### src/sv/pfr_pkg.sv
// Shared constants, codes and types of the packet frame reassembler.
`default_nettype none

package pfr_pkg;

    localparam int DATA_W        = 32;
    localparam int POS_W         = 7;
    localparam int OFFSET_W      = 16;
    localparam int FRAME_WORDS_W = 17;
    localparam int LAST_WORDS_W  = 7;
    localparam int PROD_W        = 24;
    localparam int CFG_INDEX_W   = 1;

    localparam logic [POS_W-1:0] POS_FRAME       = 7'd3;
    localparam logic [POS_W-1:0] POS_PACKET      = 7'd4;
    localparam logic [POS_W-1:0] POS_FLAGS       = 7'd5;
    localparam logic [POS_W-1:0] POS_PAYLOAD     = 7'd7;
    localparam logic [POS_W-1:0] POS_PAYLOAD_END = 7'd126;

    localparam logic [LAST_WORDS_W-1:0] PAYLOAD_WORDS = 7'd120;

    localparam logic [DATA_W-1:0] END_MARK = 32'h0001_0001;

    localparam logic [CFG_INDEX_W-1:0] REG_FRAME_WORDS = 1'd0;
    localparam logic [CFG_INDEX_W-1:0] REG_LAST_WORDS  = 1'd1;

    localparam logic [FRAME_WORDS_W-1:0] FRAME_WORDS_RST = 17'd120;
    localparam logic [LAST_WORDS_W-1:0]  LAST_WORDS_RST  = 7'd120;

    typedef enum logic [2:0] {
        KIND_PAYLOAD   = 3'd0,
        KIND_FRAME_ERR = 3'd1,
        KIND_SEQ_ERR   = 3'd2,
        KIND_SIZE_ERR  = 3'd3,
        KIND_LOST      = 3'd4,
        KIND_END       = 3'd5
    } kind_t;

    typedef enum logic [1:0] {
        COPY_NONE = 2'd0,
        COPY_FULL = 2'd1,
        COPY_LAST = 2'd2
    } copy_t;

    typedef struct packed {
        logic              emit;
        kind_t             kind;
        logic              stop;
        copy_t             copy;
        logic [DATA_W-1:0] cur_frame;
        logic [DATA_W-1:0] exp_packet;
        logic              frame_ok;
        logic              seq_ok;
        logic              skip;
    } hdr_dec_t;

endpackage

`default_nettype wire

### src/sv/pfr_in_if.sv
// Input stream channel: one received word per handshake.
`default_nettype none

interface pfr_in_if;
    logic        valid;
    logic        ready;
    logic [31:0] data_word;
    logic        batch_first;

    modport source (output valid, output data_word, output batch_first, input ready);
    modport sink   (input valid, input data_word, input batch_first, output ready);
endinterface

`default_nettype wire

### src/sv/pfr_out_if.sv
// Result channel: payload words and status codes.
`default_nettype none

interface pfr_out_if;
    logic        valid;
    logic        ready;
    logic [2:0]  kind;
    logic [15:0] frame_offset;
    logic [31:0] payload;
    logic        frame_last;
    logic [31:0] frame_number;

    modport source (output valid, output kind, output frame_offset, output payload,
                    output frame_last, output frame_number, input ready);
    modport sink   (input valid, input kind, input frame_offset, input payload,
                    input frame_last, input frame_number, output ready);
endinterface

`default_nettype wire

### src/sv/packet_frame_reassembler_top.sv
// Packet frame reassembler: header tracking, sequence and size checks, payload emission.
//
//   channel   dir  handshake           word contents
//   stream    in   valid/ready         data_word, batch_first
//   result    out  valid/ready         kind, frame_offset, payload, frame_last, frame_number
//   cfg       in   cfg_we              cfg_index, cfg_data
//
// One word per cycle while the result register is free or being taken; each word is decided
// by the logic between the state registers and the result register, so its result shows in the cycle after it is taken.
// The result register frees itself when taken, so stream.ready = !result.valid || result.ready.
// Reset returns all control state to its start values and loads 120 into both size registers.
// After an end marker no further words produce results until reset.
`default_nettype none

module packet_frame_reassembler_top
    import pfr_pkg::*;
(
    input  wire logic                     clk,
    input  wire logic                     rst_n,
    input  wire logic                     cfg_we,
    input  wire logic [CFG_INDEX_W-1:0]   cfg_index,
    input  wire logic [FRAME_WORDS_W-1:0] cfg_data,
    pfr_in_if.sink                        stream,
    pfr_out_if.source                     result
);

    logic [FRAME_WORDS_W-1:0] frame_words_reg;
    logic [LAST_WORDS_W-1:0]  last_words_reg;

    logic [POS_W-1:0]    word_pos_reg,   word_pos_next;
    logic [DATA_W-1:0]   cur_frame_reg,  cur_frame_next;
    logic [DATA_W-1:0]   exp_packet_reg, exp_packet_next;
    logic                frame_ok_reg,   frame_ok_next;
    logic                seq_ok_reg,     seq_ok_next;
    logic                skip_reg,       skip_next;
    logic                stopped_reg,    stopped_next;
    copy_t               copy_reg,       copy_next;
    logic [DATA_W-1:0]   hdr_frame_reg,  hdr_frame_next;
    logic [DATA_W-1:0]   hdr_packet_reg, hdr_packet_next;
    logic                pkt_big_reg,    pkt_big_next;
    logic [PROD_W-1:0]   pkt_prod_reg,   pkt_prod_next;
    logic [OFFSET_W-1:0] base_reg,       base_next;

    logic                out_valid_reg,  out_valid_next;
    kind_t               kind_reg,       kind_next;
    logic [OFFSET_W-1:0] offset_reg,     offset_next;
    logic [DATA_W-1:0]   payload_reg,    payload_next;
    logic                last_reg,       last_next;
    logic [DATA_W-1:0]   fnum_reg,       fnum_next;

    logic                    accept;
    logic [POS_W-1:0]        pos;
    logic                    skip_eff;
    copy_t                   copy_eff;
    logic [POS_W-1:0]        idx;
    logic [LAST_WORDS_W-1:0] last_cnt;
    hdr_dec_t                dec;

    assign stream.ready        = !out_valid_reg || result.ready;
    assign accept              = stream.valid && stream.ready;
    assign result.valid        = out_valid_reg;
    assign result.kind         = kind_reg;
    assign result.frame_offset = offset_reg;
    assign result.payload      = payload_reg;
    assign result.frame_last   = last_reg;
    assign result.frame_number = fnum_reg;

    assign idx      = pos - POS_PAYLOAD;
    assign last_cnt = (last_words_reg > PAYLOAD_WORDS) ? PAYLOAD_WORDS : last_words_reg;

    pfr_hdr_check u_hdr_check (
        .flags           (stream.data_word),
        .header_frame    (hdr_frame_reg),
        .header_packet   (hdr_packet_reg),
        .pkt_big         (pkt_big_reg),
        .pkt_prod        (pkt_prod_reg),
        .current_frame   (cur_frame_reg),
        .expected_packet (exp_packet_reg),
        .frame_ok        (frame_ok_reg),
        .sequence_ok     (seq_ok_reg),
        .frame_words     (frame_words_reg),
        .last_words      (last_words_reg),
        .dec             (dec)
    );

    always_ff @(posedge clk or negedge rst_n)
    begin
        if (!rst_n)
        begin
            frame_words_reg <= FRAME_WORDS_RST;
            last_words_reg  <= LAST_WORDS_RST;
        end
        else if (cfg_we)
        begin
            case (cfg_index)
                REG_FRAME_WORDS: frame_words_reg <= cfg_data;
                REG_LAST_WORDS:  last_words_reg  <= cfg_data[LAST_WORDS_W-1:0];
                default:         ;
            endcase
        end
    end

    always_comb
    begin
        word_pos_next   = word_pos_reg;
        cur_frame_next  = cur_frame_reg;
        exp_packet_next = exp_packet_reg;
        frame_ok_next   = frame_ok_reg;
        seq_ok_next     = seq_ok_reg;
        skip_next       = skip_reg;
        stopped_next    = stopped_reg;
        copy_next       = copy_reg;
        hdr_frame_next  = hdr_frame_reg;
        hdr_packet_next = hdr_packet_reg;
        pkt_big_next    = pkt_big_reg;
        pkt_prod_next   = pkt_prod_reg;
        base_next       = base_reg;

        out_valid_next  = out_valid_reg && !result.ready;
        kind_next       = kind_reg;
        offset_next     = offset_reg;
        payload_next    = payload_reg;
        last_next       = last_reg;
        fnum_next       = fnum_reg;

        pos      = stream.batch_first ? '0 : word_pos_reg;
        skip_eff = stream.batch_first ? 1'b0 : skip_reg;
        copy_eff = stream.batch_first ? COPY_NONE : copy_reg;

        if (accept)
        begin
            out_valid_next = 1'b0;
            kind_next      = KIND_PAYLOAD;
            offset_next    = '0;
            payload_next   = '0;
            last_next      = 1'b0;
            fnum_next      = cur_frame_reg;
        end

        if (accept && !stopped_reg)
        begin
            word_pos_next = pos + 7'd1;
            skip_next     = skip_eff;
            copy_next     = copy_eff;
            if (!skip_eff)
            begin
                if (pos == '0)
                begin
                    copy_next = COPY_NONE;
                end
                case (pos)
                    POS_FRAME:
                    begin
                        hdr_frame_next = stream.data_word;
                    end
                    POS_PACKET:
                    begin
                        hdr_packet_next = stream.data_word;
                        pkt_big_next    = |stream.data_word[DATA_W-1:FRAME_WORDS_W];
                        pkt_prod_next   = PROD_W'(stream.data_word[FRAME_WORDS_W-1:0])
                                          * PROD_W'(PAYLOAD_WORDS);
                        base_next       = OFFSET_W'(stream.data_word[OFFSET_W-1:0] - 16'd1)
                                          * OFFSET_W'(PAYLOAD_WORDS);
                    end
                    POS_FLAGS:
                    begin
                        cur_frame_next  = dec.cur_frame;
                        exp_packet_next = dec.exp_packet;
                        frame_ok_next   = dec.frame_ok;
                        seq_ok_next     = dec.seq_ok;
                        skip_next       = dec.skip;
                        stopped_next    = dec.stop;
                        copy_next       = dec.copy;
                        out_valid_next  = dec.emit;
                        kind_next       = dec.kind;
                        fnum_next       = dec.cur_frame;
                    end
                    default:
                    begin
                        if ((pos inside {[POS_PAYLOAD:POS_PAYLOAD_END]})
                            && copy_eff != COPY_NONE)
                        begin
                            offset_next  = base_reg + OFFSET_W'(idx);
                            payload_next = stream.data_word;
                            if (copy_eff == COPY_FULL)
                            begin
                                out_valid_next = 1'b1;
                            end
                            else if (idx < last_cnt)
                            begin
                                out_valid_next = 1'b1;
                                last_next      = ({1'b0, idx} + 8'd1) == {1'b0, last_cnt};
                            end
                        end
                    end
                endcase
            end
        end
    end

    always_ff @(posedge clk or negedge rst_n)
    begin
        if (!rst_n)
        begin
            word_pos_reg   <= '0;
            cur_frame_reg  <= 32'd1;
            exp_packet_reg <= 32'd1;
            frame_ok_reg   <= 1'b1;
            seq_ok_reg     <= 1'b1;
            skip_reg       <= 1'b0;
            stopped_reg    <= 1'b0;
            copy_reg       <= COPY_NONE;
            hdr_frame_reg  <= '0;
            hdr_packet_reg <= '0;
            pkt_big_reg    <= 1'b0;
            pkt_prod_reg   <= '0;
            base_reg       <= '0;
            out_valid_reg  <= 1'b0;
        end
        else
        begin
            word_pos_reg   <= word_pos_next;
            cur_frame_reg  <= cur_frame_next;
            exp_packet_reg <= exp_packet_next;
            frame_ok_reg   <= frame_ok_next;
            seq_ok_reg     <= seq_ok_next;
            skip_reg       <= skip_next;
            stopped_reg    <= stopped_next;
            copy_reg       <= copy_next;
            hdr_frame_reg  <= hdr_frame_next;
            hdr_packet_reg <= hdr_packet_next;
            pkt_big_reg    <= pkt_big_next;
            pkt_prod_reg   <= pkt_prod_next;
            base_reg       <= base_next;
            out_valid_reg  <= out_valid_next;
        end
    end

    always_ff @(posedge clk)
    begin
        kind_reg    <= kind_next;
        offset_reg  <= offset_next;
        payload_reg <= payload_next;
        last_reg    <= last_next;
        fnum_reg    <= fnum_next;
    end

    a_stop_holds: assert property (@(posedge clk) disable iff (!rst_n)
        stopped_reg |=> stopped_reg)
        else $error("stop state released without reset");

    a_no_result_when_stopped: assert property (@(posedge clk) disable iff (!rst_n)
        (stopped_reg && !out_valid_reg) |=> !out_valid_reg)
        else $error("result produced after end of data");

    a_last_is_payload: assert property (@(posedge clk) disable iff (!rst_n)
        (out_valid_reg && last_reg) |-> (kind_reg == KIND_PAYLOAD && copy_reg == COPY_LAST))
        else $error("frame end marked outside a last packet copy");

    a_status_zero: assert property (@(posedge clk) disable iff (!rst_n)
        (out_valid_reg && kind_reg != KIND_PAYLOAD) |-> (payload_reg == '0 && offset_reg == '0))
        else $error("status word carries payload data");

endmodule

`default_nettype wire

### src/sv/pfr_hdr_check.sv
// Header decision at the flags word: end marker, restart, frame, sequence and size checks.
`default_nettype none

module pfr_hdr_check
    import pfr_pkg::*;
(
    input  wire logic [DATA_W-1:0]        flags,
    input  wire logic [DATA_W-1:0]        header_frame,
    input  wire logic [DATA_W-1:0]        header_packet,
    input  wire logic                     pkt_big,
    input  wire logic [PROD_W-1:0]        pkt_prod,
    input  wire logic [DATA_W-1:0]        current_frame,
    input  wire logic [DATA_W-1:0]        expected_packet,
    input  wire logic                     frame_ok,
    input  wire logic                     sequence_ok,
    input  wire logic [FRAME_WORDS_W-1:0] frame_words,
    input  wire logic [LAST_WORDS_W-1:0]  last_words,
    output hdr_dec_t                      dec
);

    logic size_last_bad;
    logic size_full_bad;

    assign size_last_bad = pkt_big
        || ((25'(pkt_prod) + 25'(last_words)) != (25'(frame_words) + 25'(PAYLOAD_WORDS)));
    assign size_full_bad = pkt_big || (pkt_prod > PROD_W'(frame_words));

    always_comb
    begin
        dec            = '0;
        dec.kind       = KIND_PAYLOAD;
        dec.copy       = COPY_NONE;
        dec.cur_frame  = current_frame;
        dec.exp_packet = expected_packet;
        dec.frame_ok   = frame_ok;
        dec.seq_ok     = sequence_ok;
        if (flags == END_MARK)
        begin
            dec.stop = 1'b1;
            dec.emit = 1'b1;
            dec.kind = KIND_END;
        end
        else
        begin
            if (header_packet == 32'd1)
            begin
                dec.exp_packet = 32'd1;
                dec.cur_frame  = header_frame;
                dec.frame_ok   = 1'b1;
                dec.seq_ok     = 1'b1;
            end
            else
            begin
                dec.exp_packet = expected_packet + 32'd1;
            end

            if (dec.cur_frame != header_frame)
            begin
                dec.frame_ok = 1'b0;
                dec.skip     = 1'b1;
                dec.emit     = 1'b1;
                dec.kind     = KIND_FRAME_ERR;
            end
            else if (dec.exp_packet != header_packet)
            begin
                dec.seq_ok = 1'b0;
                dec.skip   = 1'b1;
                dec.emit   = 1'b1;
                dec.kind   = KIND_SEQ_ERR;
            end
            else if (flags[0])
            begin
                if (size_last_bad)
                begin
                    dec.frame_ok = 1'b0;
                    dec.skip     = 1'b1;
                    dec.emit     = 1'b1;
                    dec.kind     = KIND_SIZE_ERR;
                end
                else if (dec.frame_ok && dec.seq_ok)
                begin
                    dec.copy = COPY_LAST;
                end
                else
                begin
                    dec.emit = 1'b1;
                    dec.kind = KIND_LOST;
                end
            end
            else if (size_full_bad)
            begin
                dec.frame_ok = 1'b0;
                dec.skip     = 1'b1;
                dec.emit     = 1'b1;
                dec.kind     = KIND_SIZE_ERR;
            end
            else
            begin
                dec.copy = COPY_FULL;
            end
        end
    end

endmodule

`default_nettype wire

### src/flat_wrapper.sv
// flat-port wrapper written by rule: the top's interface ports become plain ports
module packet_frame_reassembler_top_flat import pfr_pkg::*;
  (clk, rst_n, cfg_we, cfg_index, cfg_data, stream_valid, stream_data_word, stream_batch_first, stream_ready, result_valid, result_kind, result_frame_offset, result_payload, result_frame_last, result_frame_number, result_ready);
  pfr_in_if stream_i ();
  pfr_out_if result_i ();
  input  wire logic clk;
  input  wire logic rst_n;
  input  wire logic cfg_we;
  input  wire logic [CFG_INDEX_W-1:0] cfg_index;
  input  wire logic [FRAME_WORDS_W-1:0] cfg_data;
  input wire logic [$bits(stream_i.valid)-1:0] stream_valid;
  input wire logic [$bits(stream_i.data_word)-1:0] stream_data_word;
  input wire logic [$bits(stream_i.batch_first)-1:0] stream_batch_first;
  output wire logic [$bits(stream_i.ready)-1:0] stream_ready;
  output wire logic [$bits(result_i.valid)-1:0] result_valid;
  output wire logic [$bits(result_i.kind)-1:0] result_kind;
  output wire logic [$bits(result_i.frame_offset)-1:0] result_frame_offset;
  output wire logic [$bits(result_i.payload)-1:0] result_payload;
  output wire logic [$bits(result_i.frame_last)-1:0] result_frame_last;
  output wire logic [$bits(result_i.frame_number)-1:0] result_frame_number;
  input wire logic [$bits(result_i.ready)-1:0] result_ready;
  assign stream_i.valid = stream_valid;
  assign stream_i.data_word = stream_data_word;
  assign stream_i.batch_first = stream_batch_first;
  assign stream_ready = stream_i.ready;
  assign result_valid = result_i.valid;
  assign result_kind = result_i.kind;
  assign result_frame_offset = result_i.frame_offset;
  assign result_payload = result_i.payload;
  assign result_frame_last = result_i.frame_last;
  assign result_frame_number = result_i.frame_number;
  assign result_i.ready = result_ready;
  packet_frame_reassembler_top u_core (.clk(clk), .rst_n(rst_n), .cfg_we(cfg_we), .cfg_index(cfg_index), .cfg_data(cfg_data), .stream(stream_i), .result(result_i));
endmodule
### config.mk
export PLATFORM = sky130hd
export DESIGN_NAME = packet_frame_reassembler_top_flat
export DESIGN_NICKNAME = d
export VERILOG_FILES = /design/src/sv/pfr_pkg.sv /design/src/sv/pfr_in_if.sv /design/src/sv/pfr_out_if.sv /design/src/sv/packet_frame_reassembler_top.sv /design/src/sv/pfr_hdr_check.sv /design/src/flat_wrapper.sv
export SDC_FILE = /design/constraint.sdc
export NUM_CORES = 1
export LEC_CHECK = 0
export ABC_AREA = 1
export BUFFER_PORTS_ARGS = -buffer_cell sky130_fd_sc_hd__buf_2
export CORE_MARGIN = 2
export CORE_UTILIZATION = 30
export CTS_CLUSTER_DIAMETER = 60
export DETAILED_ROUTE_END_ITERATION = 6
export REMOVE_ABC_BUFFERS = 1
export SYNTH_ARGS = -nofsm -noshare
export SYNTH_HDL_FRONTEND = slang
export SYNTH_SLANG_ARGS = --single-unit
export TNS_END_PERCENT = 20
### constraint.sdc
create_clock -name clk -period 4.1 [get_ports clk]
set_clock_uncertainty 0.05 [all_clocks]
set_input_delay 1.025 -clock clk [delete_from_list [all_inputs] [get_ports clk]]
set_output_delay 1.025 -clock clk [all_outputs]
set_load 0.05 [all_outputs]
**Word level (Yosys, flattened, before mapping)**

Index checks and enable logic that the tools add are counted.

- Register bits: 285
- Word-level logic and storage cells: 146

- $add $sub $neg: 8
- Multiply operators: 2
- Order comparisons: 5
- Equality and inequality tests: 10
- Mux-type cells: 74
- Bitwise gates (word level): 3
- Reduce and logical (&&, ||, !) cells: 23

Operator list:

| kind | count |
|---|---|
| $mux W32 | 13 |
| $mux W16 | 5 |
| $mux W69 | 1 |
| $ne A32 B32 Y1 | 2 |
| $add A32 B1 Y32 const B | 1 |
| $eq A32 B1 Y1 const B | 1 |
| $eq A32 B17 Y1 const B | 1 |
| $mux W1 | 30 |
| $mux W4 | 7 |
| $add A24 B7 Y25 | 1 |
| $ne A25 B18 Y1 | 1 |
| $gt A24 B17 Y1 | 1 |
| $mux W2 | 11 |
| $mul A17 B4 Y21 const B | 1 |
| $add A17 B7 Y18 const B | 1 |
| $add A16 B7 Y16 | 1 |
| $mul A16 B4 Y13 const B | 1 |
| $sub A16 B1 Y16 const B | 1 |
| $reduce_or A15 Y1 | 1 |
| $eq A7 B3 Y1 const B | 2 |
| $mux W7 | 2 |
| $mux W3 | 4 |
| $reduce_and A3 Y1 | 3 |
| $add A7 B1 Y8 const B | 1 |
| 20 further kinds | 32 |

**Depth between registers and ports, before layout**

Gate-level depths: netlist (run 1).

- Depth after elaboration: 13
- Depth in mapped cells: 23
- Gate-level depth less buffers: 23

**Hierarchy**

A second synthesis (run 1) with hierarchy kept.

- Cell total of the unflattened synthesis: 3,018
- Area total of the unflattened synthesis: 20,579.7 um2

Modules (own cells, without submodules):

| module | instances | cells each | area an instance (um2) | sequential area each (um2) |
|---|---|---|---|---|
| packet_frame_reassembler_top | 1 | 1,745 | 14,681.6 | 6,701.4 |
| pfr_hdr_check | 1 | 1,273 | 5,898.2 | 0.0 |

**Least setup slack after synthesis (run 1)**

No wires, ideal clock.

- Kind: in2reg
- Start point: in stream_data_word[1]
- End point: reg u_core.base_reg[14]
- Setup time: 134 ps
- Arrival time: 4,592 ps
- Setup slack: -676 ps
- Stages: 20
- Path buffers: 0
- Path through: inv_1 ha_1 inv_1 a21boi_0 xor2_1 inv_1 fa_1 inv_1 fa_1 ha_1 nand2_1 o21ai_0 inv_1 o21ai_0 inv_1 nor2_1 o21ai_0 nand2_1 xnor2_1 o21ai_0

- Cells in the longest elaborated chain, start to end: 2

Ends and longest elaborated chain:

| item | line | source |
|---|---|---|
| start: declaration | flat_wrapper.sv:12 | `input wire logic [$bits(stream_i.data_word)-1:0] stream_data_word;` |
| $sub A16 B1 Y16 | packet_frame_reassembler_top.sv:162 | `base_next = OFFSET_W'(stream.data_word[OFFSET_W-1:0] - 16'd1)` |
| $mul A16 B4 Y13 | packet_frame_reassembler_top.sv:163 | `* OFFSET_W'(PAYLOAD_WORDS);` |
| end signal: assignment | packet_frame_reassembler_top.sv:234 | `base_reg <= base_next;` |
| end: declaration | packet_frame_reassembler_top.sv:42 | `logic [OFFSET_W-1:0] base_reg, base_next;` |

Every way passes these cells.
A chain may end at the register's enable or synchronous reset.

**Worst setup path after layout (run 1)**

- Start point: in stream_data_word[3]
- End point: reg u_core.base_reg[15]

Same word-level chain as after synthesis.

==> flow_summary.ini, run 1 <==
[timing]
min_period_over_period_pct = 97.00
max_slew.worst_pin.slew_ns = 0.9445
setup_viol = 0
rsz0062_at_grt = true
timing.fmax_mhz = 251.5
timing.final.max_slew_violations = 0
finalCriticalPeriod_ns = 3.977
relSlewSlack_pct = 36.88
finalHoldViolations = 0

[drt]
totalWireLength_microns = 56830
first_pass_iters = 5
drc = 0
drtAntennaViolNets = 0
vias_per_cell = 4.780
dr_total_vias = 18098
wl_per_cell_microns = 15.01
drt_iter0_markers = 1397

[place]
dpl.cell_count = 3708
routabilityCongestion = 0.9089
hpwl_microns = 43160
port_buffers = 141
place_area_sq_um = 21590

[clocking]
cts_buffers = 39
cts_num_sinks = 284
htree_levels = 2
clkLatencyLatePin_ns = 0.55
clk_pin_slew_ns = 0.06
cts_tree = built
clockBufferDepth = 3
clock-root-buffer = clkbuf_16

[finish]
drive_gt1_share_pct = 14.49
final_cell_mix = nand2_1 (757), inv_1 (317), o21ai_0 (264)
diodes = 0
area_growth_syn_to_layout_pct = 20.90
final_cell_area_sq_um = 23160
instances_no_fill = 3786
layout_commonest_cell = nand2_1
nets = 3106

[die]
num_rows = 92
die_area_sq_um = 65900
start_util_pct = 30.37
die_y_microns = 256.7
design.core.area_sq_um = 63080
die_w_microns = 256.7
io_pins = 142

[synthesis]
yosys_most_used_dff = dfrtp_1
syn_avg_cell_area_sq_um = 7.159
ys_async_sr_fraction_pct = 70.42
ys_ff_latch = 284
synthTopCellsByArea = dfrtp_1 (25%), nand2_1 (15%), dfxtp_1 (8.8%)
synth_edf_count = 0
synth_area_sq_um = 19160
ys_types = 49
synth_top_area_cell = dfrtp_1
synth_top_area_share_pct = 24.56
yosys_warnings = 0
postSynthCellCount = 2676
yosysSeqAreaShare_pct = 34.98

[grt]
grt_antenna_before_repair = 7
grt_overflow = 0
grt_pass1_vias = 16915
grt_use_total_pct = 17.15
grt_max_degree = 88
grt_pass1_wl_microns = 91550

[setup_path]
critical_path.max_stage_delay_ns = 0.52
cp_slowest_cell = fa_1
crit_path_max_fanout = 3
crit_required_ns = 4.49
arrival_ns = 4.36
path_cells = buf_2 -> inv_2 -> buf_4 -> ha_1 -> inv_1 -> nor2_4 -> xor2_2 -> buf_4 -> fa_1 -> inv_1 -> fa_1 -> ha_1 -> a21oi_2 -> nand2_1 -> and2_4 -> nor2_2 -> o21bai_1 -> nand2_1 -> nand2_1 -> a21oi_2 -> a21oi_1 -> o21ai_1 -> nand2_1
start_kind = primary input
worstSetupEndpointType = flop
cp_common_cell = nand2_1
path_class = primary input to flop

[job]
cap_violations = 0

[min_path]
min_path_type = flop to flop

[pwr]
power_density_nw_per_um2 = 367.2
peakVddDrop_uv = 250.0
leakagePower_nw = 10.93

[outcome]
status = finished clean
[metal layers]
layer | track usage, % | part of all wire [%]
met4 | 5.103 | 2.9
met1 | 24.26 | 48
met2 | 26.67 | 44
met3 | 2.946 | 5.3
met5 | 0 | 0.10
[final cells by class]
type / instances / area, sq um
timing repair buffer: 276 / 1815
clock buffer: 54 / 1072
tap: 846 / 1059
sequential: 284 / 6701
multi-input combinational: 1967 / 10970
fill: 6703 / 39920
clock inverter: 16 / 242.7
inverter: 343 / 1300
[worst paths after layout]
path,start,to,slack (ns),cells past startpoint
setup / recovery,stream_data_word[3],u_core.base_reg[15]$_DFFE_PN0P_,0.12,23
hold / removal,u_core.result.payload[15]$_DFF_P_,u_core.result.payload[15]$_DFF_P_,0.40,2
setup reg to reg,u_core.hdr_packet_reg[0]$_DFFE_PN0P_,u_core.result.valid$_DFF_PN0_,0.36,22
hold reg to reg,u_core.result.payload[15]$_DFF_P_,u_core.result.payload[15]$_DFF_P_,0.40,2
max in group asynchronous,rst_n,u_core.last_words_reg[4]$_DFFE_PN1P_,2.64,2
min in group asynchronous,rst_n,u_core.cur_frame_reg[21]$_DFFE_PN0P_,0.43,1
[what timing repair did]
action / CTS / global route
buffers inserted: 0 / 9
gates resized for setup: 4 / 45
setup endpoints to repair: 2 / 4
cloned: 0 / 0
hold buffers: 0 / 0
pin swaps: 1 / 25
[power breakdown]
group	leakage (nW)	switching, mW	total (mW)	internal [mW]
Combinational	7.28	1.11	2.08	0.968
Sequential	3.02	0.0527	2.91	2.86
Clock	0.634	1.35	3.52	2.16
[critical path, delay by kind of cell]
kind,cells,cell delay [ns]
buffers and inverters,6,0.54
AO/OA/AOI/OAI,5,0.54
adder cells (fa/ha/maj),4,1.45
AND/OR/NAND/NOR,7,0.59
XOR/XNOR,1,0.18
[synthesized netlist by cell type (3+ instances only)]
cell type / instances
nor2_1: 219
nor4_1: 6
o21ai_1: 5
o21a_1: 4
inv_1: 323
nor3_1: 20
o21bai_1: 7
ha_1: 88
xnor2_1: 32
nand3b_1: 8
o31ai_1: 5
o21ai_0: 268
dfrtp_1: 188
or2_2: 5
dfxtp_1: 84
buf_2: 12
a21oi_1: 56
clkbuf_1: 59
a22o_1: 3
nand3_1: 221
nor2_2: 13
a21o_1: 4
fa_1: 51
a31oi_1: 9
nor2_4: 3
nand4_1: 45
xor2_1: 46
nand2_1: 761
buf_6: 10
inv_2: 19
dfstp_2: 12
o211ai_1: 66
[kinds of logic (layout without fill, tap and decap cells)]
family | after synthesis | after routing | synth area share, %
AND/OR/NAND/NOR | 1311 | 1311 | 28.66
XOR/XNOR | 78 | 78 | 3.566
AO/OA/AOI/OAI | 439 | 439 | 12.91
flip-flops | 284 | 284 | 34.98
adder cells (fa/ha/maj) | 139 | 139 | 11.08
buffers and inverters | 425 | 689 | 8.817
[through the flow]
step / setup slack, ns / power (mW) / utilization (%) / hold WS, ns / setup TNS, ns
final: 0.1231 / 8.506 / 36.72 / 0.3994 / 0
after global routing: -0.09191 / 8.969 / 36.72 / 0.4215 / -0.1369
after global placement: -0.7187 / 4.898 / 34.23 / 0.3848 / -3.309
after floorplan: -2.675 / 4.141 / - / 0.3922 / -215.80
after CTS: 0.008575 / 8.478 / 36.34 / 0.4039 / 0
after detailed placement: -0.7110 / 4.913 / 34.23 / 0.3907 / -3.422
Note: power is estimated with default switching activity, not from simulation.
==> inputs of run 2 (changes only) <==
clock period = 5.05 ns   (was 4.1 ns; I/O delays follow)
==> flow_summary.ini, run 2 (synthesized netlist as in run 1, its figures left out) <==
[outcome]
status = finished clean

[min_path]
worstHoldEndpoint = u_core.result.payload[11]$_DFF_P_
min_path_type = flop to flop
min_from = u_core.result.payload[11]$_DFF_P_
hold_depth = 2

[grt]
grt_max_degree = 93
grt_pass1_vias = 16497
grt_antenna_before_repair = 6
grt_overflow = 0
grt_use_total_pct = 16.78
grt_pass1_wl_microns = 89260

[timing]
worst_hold_slack_ns = 0.3986
rsz0062_at_grt = false
relSlewSlack_pct = 34.00
min_period_over_period_pct = 87.57
max_slew.worst_pin.slew_ns = 0.9875
timing.fmax_mhz = 226.1
finalHoldViolations = 0
timing.final.max_slew_violations = 0
final.setup.tns_ns = 0
finalCriticalPeriod_ns = 4.422
setup_viol = 0

[clocking]
ctsResizeCount = 0
clock-root-buffer = clkbuf_16
clockBufferDepth = 3
cts_num_sinks = 284
postCtsSetupBuffers = 0
htree_levels = 2
clk_pin_slew_ns = 0.06
clkLatencyLatePin_ns = 0.55
cts_buffers = 35
postCtsHoldBufs = 0
cts_tree = built

[setup_path]
path_cells = buf_2 -> inv_1 -> ha_1 -> a21boi_0 -> buf_4 -> xor2_1 -> buf_4 -> inv_1 -> fa_1 -> inv_1 -> fa_1 -> ha_1 -> nand2_1 -> o21ai_0 -> inv_1 -> o21ai_0 -> inv_1 -> nor2_1 -> o21ai_0 -> nand2_1 -> xnor2_1 -> o21ai_0
critical_path.max_stage_delay_ns = 0.49
critical_path.top_delay_family = adder cells
rr_endpoint = u_core.result.valid$_DFF_PN0_
worst-path-buf-inv = 8
worstSetupEndpointType = flop
cp_slowest_cell = fa_1
path_class = primary input to flop
cp_common_cell = inv_1
crit_required_ns = 5.39
arrival_ns = 4.76
start_kind = primary input
reg2reg_slack_ns = 1.26
rr_worst_depth = 17
cp.depth = 22
crit_path_max_fanout = 5
r2r-start = u_core.hdr_packet_reg[0]$_DFFE_PN0P_

[finish]
layout_commonest_cell = nand2_1
area_growth_syn_to_layout_pct = 15.19
diodes = 0
final_cell_mix = nand2_1 (759), inv_1 (323), o21ai_0 (268)
nets = 3011
drive_gt1_share_pct = 10.66

[drt]
wl_per_cell_microns = 15.10
totalWireLength_microns = 55690
first_pass_iters = 6
drc = 0
drt_iter0_markers = 1316
dr_total_vias = 17593
drtAntennaViolNets = 0
vias_per_cell = 4.769

[die]
die_y_microns = 256.7
die_w_microns = 256.7
num_rows = 92
start_util_pct = 30.37
die_area_sq_um = 65900
design.core.area_sq_um = 63080
io_pins = 142

[pwr]
power_density_nw_per_um2 = 284.2
power_mw = 6.272
peakVddDrop_uv = 192.3
leakagePower_nw = 10.37

[place]
port_buffers = 141
hpwl_microns = 42150
routabilityCongestion = 0.8756

[job]
cap_violations = 0
-- run 2: power by group --
group | leakage [nW] | internal (mW) | switching [mW] | total, mW
clock network | 0.556 | 1.51 | 1.05 | 2.56
registers | 3.02 | 2.32 | 0.0430 | 2.36
logic | 6.79 | 0.532 | 0.821 | 1.35
-- run 2: per-stage QoR --
stage / cells / area [sq um] / worst slack (ns) / util [%]
6_report: 3689 / 22070 / 0.6279 / 34.98
5_1_grt: 3689 / 22070 / 0.2474 / 34.98
4_1_cts: 3689 / 22070 / 0.6302 / 34.98
3_5_place_dp: 3625 / 20910 / 0.06213 / 33.14
3_3_place_gp: 3625 / 20910 / 0.06459 / 33.14
2_1_floorplan: 2594 / 18760 / -1.963 / -
-- run 2: worst register-to-register path, stage by stage, from the launching register on --
cell	delay, ns
dfrtp_1	0.54
nand2_1	0.12
nor2_1	0.29
nand2_1	0.12
nor2_1	0.21
nand2_4	0.37
buf_4	0.42
nand3_2	0.17
xor2_1	0.29
nand3_1	0.12
nor2_1	0.18
nand3_1	0.26
nor2_1	0.18
nor2_1	0.07
nand2_1	0.07
nand2_1	0.05
nand2_1	0.09
nand2_1	0.05
-- run 2: worst max-delay path by stage --
| stage | to | slack (ns) | startpoint |
|---|---|---|---|
| global route | u_core.base_reg[14]$_DFFE_PN0P_ | 0.25 | stream_data_word[1] |
| detailed placement | u_core.base_reg[14]$_DFFE_PN0P_ | 0.06 | stream_data_word[1] |
| CTS | u_core.base_reg[14]$_DFFE_PN0P_ | 0.63 | stream_data_word[1] |
| finish | u_core.base_reg[14]$_DFFE_PN0P_ | 0.63 | stream_data_word[2] |
| floorplan | u_core.exp_packet_reg[12]$_DFFE_PN0P_ | -1.96 | result_ready |
| global placement | u_core.base_reg[15]$_DFFE_PN0P_ | 0.06 | stream_data_word[0] |
-- run 2: per-layer routing --
| layer | part of all wire (%) | global-route usage (%) | vias to the layer above |
|---|---|---|---|
| met5 | 0.12 | 0 | - |
| met4 | 1.9 | 3.957 | 10 |
| met3 | 5.1 | 2.867 | 60 |
| met2 | 44 | 26.59 | 364 |
| met1 | 49 | 23.75 | 8196 |
| li1 | - | - | 8963 |
-- run 2: final cells by class --
class	count	area [sq um]
fill	6820	41010
clock buffer	46	958.4
multi-input combinational	1967	10800
inverter	343	1287
clock inverter	18	202.7
sequential	284	6701
tap	846	1059
timing repair buffer	185	1057
